**config.mk**
```make
export PLATFORM = sky130hd
export DESIGN_NAME = dbbc_ctrl
export DESIGN_NICKNAME = d
export VERILOG_FILES = /design/src/rtl/dbbc_pkg.sv /design/src/rtl/dbbc_ctrl.sv
export SDC_FILE = /design/constraint.sdc
export NUM_CORES = 1
export LEC_CHECK = 0
export BUFFER_PORTS_ARGS = -buffer_cell sky130_fd_sc_hd__buf_4
export CAP_MARGIN = 10
export CORE_MARGIN = 1.5
export CORE_UTILIZATION = 24
export DETAILED_ROUTE_END_ITERATION = 16
export PLACE_DENSITY = 0.51
export SYNTH_ARGS = -nofsm -noshare
export SYNTH_HDL_FRONTEND = slang
export SYNTH_SLANG_ARGS = --single-unit
```
**constraint.sdc**
```tcl
create_clock -name aclk -period 4.8 [get_ports aclk]
set_input_delay 0.96 -clock aclk [delete_from_list [all_inputs] [get_ports aclk]]
set_output_delay 0.96 -clock aclk [all_outputs]
set_load 0.03 [all_outputs]
```
**src/rtl/dbbc_pkg.sv**
```systemverilog
// Shared types and codes for the bracket balance checker.
`default_nettype none
package dbbc_pkg;

    // Beat action codes
    localparam logic [1:0] ACT_LOAD   = 2'd0;
    localparam logic [1:0] ACT_FINISH = 2'd1;
    localparam logic [1:0] ACT_SWAP   = 2'd2;
    localparam logic [1:0] ACT_QUERY  = 2'd3;

    // Kind of prefix read in flight
    localparam logic [1:0] RK_NONE = 2'd0;
    localparam logic [1:0] RK_BASE = 2'd1;
    localparam logic [1:0] RK_MIN  = 2'd2;
    localparam logic [1:0] RK_ADD  = 2'd3;

    typedef struct packed {
        logic cap_item;
        logic do_load;
        logic do_finish;
        logic sw_rd_hi;
        logic sw_cap_lo;
        logic sw_wr_lo;
        logic sw_wr_hi;
        logic cur_init;
        logic q_clr;
        logic q_rd_base;
        logic rd_step;
        logic out_load;
    } cmd_t;

    typedef struct packed {
        logic [1:0] act;
        logic       in_range;
        logic       order_ok;
        logic       l_is_one;
        logic       bits_differ;
        logic       add_last;
        logic       q_last;
        logic       out_free;
    } sts_t;

endpackage
`default_nettype wire

```
**src/rtl/dbbc_ctrl.sv**
```systemverilog
// Controller state machine sequencing load, finish, swap and query beats.
`default_nettype none
module dbbc_ctrl (
    input  wire logic           aclk,
    input  wire logic           aresetn,
    input  wire logic           s_valid,
    output logic                s_ready,
    input  wire dbbc_pkg::sts_t sts,
    output dbbc_pkg::cmd_t      cmd
);
    typedef enum logic [11:0] {
        S_IDLE    = 12'b000000000001,
        S_EXEC    = 12'b000000000010,
        S_SW_A    = 12'b000000000100,
        S_SW_B    = 12'b000000001000,
        S_SW_C    = 12'b000000010000,
        S_SW_D    = 12'b000000100000,
        S_ADD     = 12'b000001000000,
        S_ADD_END = 12'b000010000000,
        S_Q_BASE  = 12'b000100000000,
        S_Q_RUN   = 12'b001000000000,
        S_Q_END   = 12'b010000000000,
        S_RESULT  = 12'b100000000000
    } state_t;

    state_t state_reg, state_next;

    // Next state and commands
    always_comb begin
        state_next = state_reg;
        cmd        = '0;
        s_ready    = 1'b0;
        case (state_reg)
            S_IDLE: begin
                s_ready = 1'b1;
                if (s_valid) begin
                    cmd.cap_item = 1'b1;
                    state_next   = S_EXEC;
                end
            end
            S_EXEC: begin
                state_next = S_IDLE;
                case (sts.act)
                    dbbc_pkg::ACT_LOAD:   cmd.do_load = 1'b1;
                    dbbc_pkg::ACT_FINISH: cmd.do_finish = 1'b1;
                    dbbc_pkg::ACT_SWAP: begin
                        if (sts.in_range) state_next = S_SW_A;
                    end
                    dbbc_pkg::ACT_QUERY: begin
                        if (sts.in_range && sts.order_ok) state_next = S_Q_BASE;
                    end
                    default: state_next = S_IDLE;
                endcase
            end
            S_SW_A: state_next = S_SW_B;
            S_SW_B: begin
                cmd.sw_rd_hi  = 1'b1;
                cmd.sw_cap_lo = 1'b1;
                state_next    = S_SW_C;
            end
            S_SW_C: begin
                if (sts.bits_differ) begin
                    cmd.sw_wr_lo = 1'b1;
                    cmd.cur_init = 1'b1;
                    state_next   = S_SW_D;
                end else begin
                    state_next = S_IDLE;
                end
            end
            S_SW_D: begin
                cmd.sw_wr_hi = 1'b1;
                state_next   = S_ADD;
            end
            S_ADD: begin
                cmd.rd_step = 1'b1;
                if (sts.add_last) state_next = S_ADD_END;
            end
            S_ADD_END: state_next = S_IDLE;
            S_Q_BASE: begin
                cmd.q_clr     = 1'b1;
                cmd.cur_init  = 1'b1;
                cmd.q_rd_base = !sts.l_is_one;
                state_next    = S_Q_RUN;
            end
            S_Q_RUN: begin
                cmd.rd_step = 1'b1;
                if (sts.q_last) state_next = S_Q_END;
            end
            S_Q_END: state_next = S_RESULT;
            S_RESULT: begin
                if (sts.out_free) begin
                    cmd.out_load = 1'b1;
                    state_next   = S_IDLE;
                end
            end
            default: state_next = S_IDLE;
        endcase
    end

    // State register
    always_ff @(posedge aclk) begin
        if (!aresetn) begin
            state_reg <= S_IDLE;
        end else begin
            state_reg <= state_next;
        end
    end

    a_exec_after_cap: assert property (@(posedge aclk) disable iff (!aresetn)
        cmd.cap_item |=> state_reg == S_EXEC)
        else $error("captured beat not executed");
    a_swap_write_order: assert property (@(posedge aclk) disable iff (!aresetn)
        cmd.sw_wr_hi |-> $past(cmd.sw_wr_lo))
        else $error("swap writes out of order");
    a_result_after_sweep: assert property (@(posedge aclk) disable iff (!aresetn)
        cmd.out_load |-> !cmd.rd_step && !cmd.cap_item)
        else $error("result issued during sweep");
endmodule
`default_nettype wire
```
Word-level counts from Yosys, hierarchy flattened
Index checks and enable logic that the tools add are counted.
{ "totals": {"reg_bits": 12, "latch_bits": 0, "ramBits": 0, "romBits": 0, "input_bits": 12, "mem_count": 0} }
{ "op_classes": {"add_sub_neg": 0, "mul": 0, "div_mod_pow": 0, "n_lt_le_gt_ge": 0, "eq_ne": 18, "shift": 0, "muxes": 24, "n_bitwise": 0, "n_reduce_logical": 5} }
{ "op_table": {"columns": ["op", "count"], "rows": [
  ["case mux 12 bit (11 select lines)", 1],
  ["two-way mux 12 bit", 4],
  ["case mux 12 bit (2 select lines)", 1],
  ["== test 12 x 1 -> 1 bit (second input constant)", 1],
  ["== test 12 x 10 -> 1 bit (second input constant)", 1],
  ["== test 12 x 11 -> 1 bit (second input constant)", 1],
  ["== test 12 bit (second input constant)", 1],
  ["== test 12 x 2 -> 1 bit (second input constant)", 1],
  ["== test 12 x 3 -> 1 bit (second input constant)", 1],
  ["== test 12 x 4 -> 1 bit (second input constant)", 1],
  ["== test 12 x 5 -> 1 bit (second input constant)", 1],
  ["== test 12 x 6 -> 1 bit (second input constant)", 1],
  ["== test 12 x 7 -> 1 bit (second input constant)", 1],
  ["== test 12 x 9 -> 1 bit (second input constant)", 1],
  ["two-way mux 1 bit", 11],
  ["two-way mux 9 bit", 1],
  ["!= test 2 bit (second input constant)", 4],
  ["two-way mux 2 bit", 3],
  ["two-way mux 6 bit", 1],
  ["== test 2 bit (second input constant)", 2],
  ["AND reduction 4 bit", 1],
  ["two-way mux 3 bit", 1],
  ["== test 2 x 1 -> 1 bit (second input constant)", 1],
  ["zero test 2 bit", 1],
  ["other kinds (4)", 4]
]} }

Longest topological paths before layout
{ "logic_depth": {"word_depth": 4, "depth_mapped": 6} }

Least setup slack after synthesis
Ideal clock, no wire load.
{ "synth_path": {"path_type": "register to output", "startpoint": "reg state_reg[11]", "endpoint": "out cmd[8] (netlist bit)", "arrival_ns": 2.070, "required_ns": 3.840, "setup_slack_ns": 1.770, "stages_incl_launch_ff": 5, "cell_sequence": "dfxtp_1 -> nor4_4 -> nand3b_1 -> nor3_1 -> buf_4"} }
{ "synth_lines": {"columns": ["element", "line", "rtl"], "rows": [
  ["start: declaration", "dbbc_ctrl.sv:26", "state_t state_reg, state_next;"],
  ["start signal: assignment", "dbbc_ctrl.sv:105", "state_reg <= state_next;"],
  ["end: declaration", "dbbc_ctrl.sv:9", "output dbbc_pkg::cmd_t cmd"]
]} }

==> impl_metrics.py <==
metrics = {
    "synthesis": {
        "post-synth-top-area-cell": "sky130_fd_sc_hd__dfxtp_1",
        "synth.yosys.warnings": 0,
        "syn_nets": 104,
        "synth_top_cell_area_share_pct": 30.3,
        "synth_commonest_cells": "sky130_fd_sc_hd__dfxtp_1 (12), sky130_fd_sc_hd__nor2_1 (10), sky130_fd_sc_hd__nand2_1 (7), sky130_fd_sc_hd__inv_1 (6)",
        "synth_cell_type_count": 33,
        "syn_inst": 92,
        "synth.most_common_cell": "sky130_fd_sc_hd__dfxtp_1",
        "syn-mean-instance-area_um2": 8.61,
        "yosys_register_bits": 12,
        "cell_area_after_synthesis_um2": 792,
        "post_synth_main_area_contributors": "sky130_fd_sc_hd__dfxtp_1 (30%), sky130_fd_sc_hd__nor4_2 (7.9%), sky130_fd_sc_hd__nor4_4 (5.4%)",
        "number_of_enable_flip_flop_cells_after_synthesis": 0,
        "postSynth.asyncResetShare_pct": 0,
        "synth_seq_area_share_pct": 30.3,
        "synth_flop_cell": "sky130_fd_sc_hd__dfxtp_1",
    },
    "clock_network": {
        "count_of_h_tree_levels_built_during_cts": 1,
        "sinks_on_clock_net": 12,
        "cts.repair.resized": 0,
        "clock-root-buffer": "sky130_fd_sc_hd__clkbuf_4",
        "hold_buffers": 0,
        "clock_insertion_delay_worst_skew_ns": 0.28,
        "cts.repair_timing.setup_buffer_count": 0,
        "cts_tree": "yes",
        "cts_buffers": 3,
        "clockBufferDepth": 2,
        "clkTransAtPathRegs_ns": 0.09,
    },
    "floorplanning": {
        "io_pins": 25,
        "die_area_um2": 3650,
        "die_x_um": 60.4,
        "placementRows": 20,
        "design.core.area_um2": 3100,
        "start_util_pct": 25.5,
        "die_height_um": 60.4,
    },
    "timing": {
        "final.hold.worst_slack_ns": 0.585,
        "setup_total_negative_slack_ns": 0,
        "hold_violations_final": 0,
        "timing.final.crit_period_ns": 2.96,
        "final.period_utilization_pct": 61.6,
        "max_clock_freq_mhz": 338,
        "skew_ns": 0.00495,
        "final_number_of_setup_violating_endpoints": 0,
        "postLayoutSetupSlackWorst_ns": 1.84,
        "maxSlewViolCount": 0,
        "max_slew.worst_pin.slew_ns": 0.522,
        "rsz0062_at_grt": "false",
        "timing.max_slew.rel_slack_pct": 64.9,
    },
    "grt": {
        "grtUsageMet3_pct": 4.05,
        "gr-usage-all-layers_pct": 11.9,
        "grtUsageMet1_pct": 17.5,
        "number_of_antenna_violations_at_the_first_check_in_global_routing": 0,
        "m2_gr_usage_pct": 17.1,
        "first_global_vias": 691,
        "global_route.overflow_total": 0,
        "grt_pass1_wl_um": 3260,
        "largest_net_degree_at_the_start_of_global_routing": 8,
        "grt-busiest-layer": "met1",
    },
    "outcome": {
        "run_status": "completed",
    },
    "finish": {
        "final_area_um2": 1040,
        "insertedDiodeCount": 0,
        "multiInputGateArea_um2": 510,
        "synthToLayoutAreaGrowth_pct": 31.9,
        "fin_nets": 131,
        "post_route_cells_drive_above_1_share_pct": 34.7,
        "largest_register_ff_count": 12,
        "finalCoreUtilization_pct": 33.7,
        "final.fill_count": 355,
        "storage_cell_area_um2": 240,
    },
    "placement": {
        "placer_congestion_estimate": 0.792,
        "detailed_place.area_um2": 1010,
        "place.detailed.hpwl_um": 1540,
        "detailedPlace.worstSlack_ns": 2.15,
        "port_buffers": 24,
    },
    "power": {
        "p_per_area_nw_per_um2": 220,
        "leakagePower_uw": 0.000421,
        "max-vdd-ir-drop_uv": 132,
    },
    "setup_path": {
        "cp_cell_sequence": "or3_1 -> nand4bb_2 -> nor3b_1 -> buf_4",
        "timing.critical_path.arrival_ns": 2.00,
        "crit_path_top_delay_cell": "sky130_fd_sc_hd__or3_1",
        "worstSetupEndpointType": "primary output",
        "critPathLaunchType": "flop",
        "slowest_delay_ns": 0.47,
        "worst-setup-path-type": "flop to primary output",
        "timing.reg2reg.setup_slack_ns": 2.91,
        "worstPathMaxFanout": 7,
        "worst_ep_required_time_ns": 3.84,
        "worst-r2r-cell-count": 5,
    },
    "drt": {
        "detail_route.wirelength_um": 1950,
        "wl_per_cell_um": 12.0,
        "detailedRoute.firstPassIterationCount": 4,
        "postRouteAntennaNets": 0,
        "detail_route.iter0.violations": 33,
        "vias": 758,
        "vias_per_cell": 4.68,
        "drc": 0,
    },
    "worst_hold_path": {
        "holdCritPathClass": "flop to flop",
        "hold-path-cell-count": 2,
    },
    "run": {
        "max-cap-violations": 0,
    },
}
==> cell usage in the layout (no fill, tap or decap), drive strengths merged, types with 3 or more instances in the layout <==
master  instances
clkbuf          4
nor3            6
o21ai           7
dfxtp          12
inv             6
nor4b           4
nor4           10
a21oi           3
nand2           7
nor2           10
buf            24
nand2b          5
==> layout make-up <==
| cell class | instances | share of cell area (%) |
|---|---|---|
| Tap cell | 44 | 5.27 |
| Multi-Input combinational cell | 72 | 48.9 |
| Sequential cell | 12 | 23.0 |
| Clock buffer | 4 | 3.47 |
| Inverter | 6 | 2.16 |
| Timing Repair Buffer | 24 | 17.2 |
==> report_power, final <==
group          switching (µW)  internal [µW]
clock                    38.2           46.2
sequential               1.87            101
combinational            24.2           18.4
total                    64.3            166
==> layer usage <==
| layer | vias to the layer above | part of all wire [%] |
|---|---|---|
| li1 | 392 | - |
| met1 | 344 | 52 |
| met2 | 22 | 42 |
| met3 | 0 | 6.1 |
| met4 | 0 | 0 |
| met5 | - | 0 |
==> through the flow <==
stage / std cells / total power [µW]
6_report: 162 / 230
5_1_grt: 162 / 241
4_1_cts: 162 / 233
3_5_place_dp: 158 / 148
3_3_place_gp: 158 / 148
2_1_floorplan: 92 / 132
==> final timing paths <==
kind / from / endpoint
setup / recovery: state_reg[5]$_SDFFE_PN0P_ / cmd[9]
hold / removal: state_reg[2]$_SDFFE_PN0P_ / state_reg[3]$_SDFFE_PN0P_
setup reg to reg: state_reg[5]$_SDFFE_PN0P_ / state_reg[0]$_SDFFE_PN1P_
hold reg to reg: state_reg[2]$_SDFFE_PN0P_ / state_reg[3]$_SDFFE_PN0P_
==> cell families (layout without fill, tap and decap cells) <==
kind of cell	after synthesis	in the layout	share of synthesized area, %
xor+xnor	2	2	2.21
simple gates	54	54	49.8
flops	12	12	30.3
compound gates	16	16	12.5
buf+inv	8	34	5.21
==> critical path: cells and delay by family (launching register included) <==
kind          cells  cell delay (ns)
buf+inv           1             0.19
flops             1             0.39
simple gates      3             1.14
(Power assumes the default switching activity.)
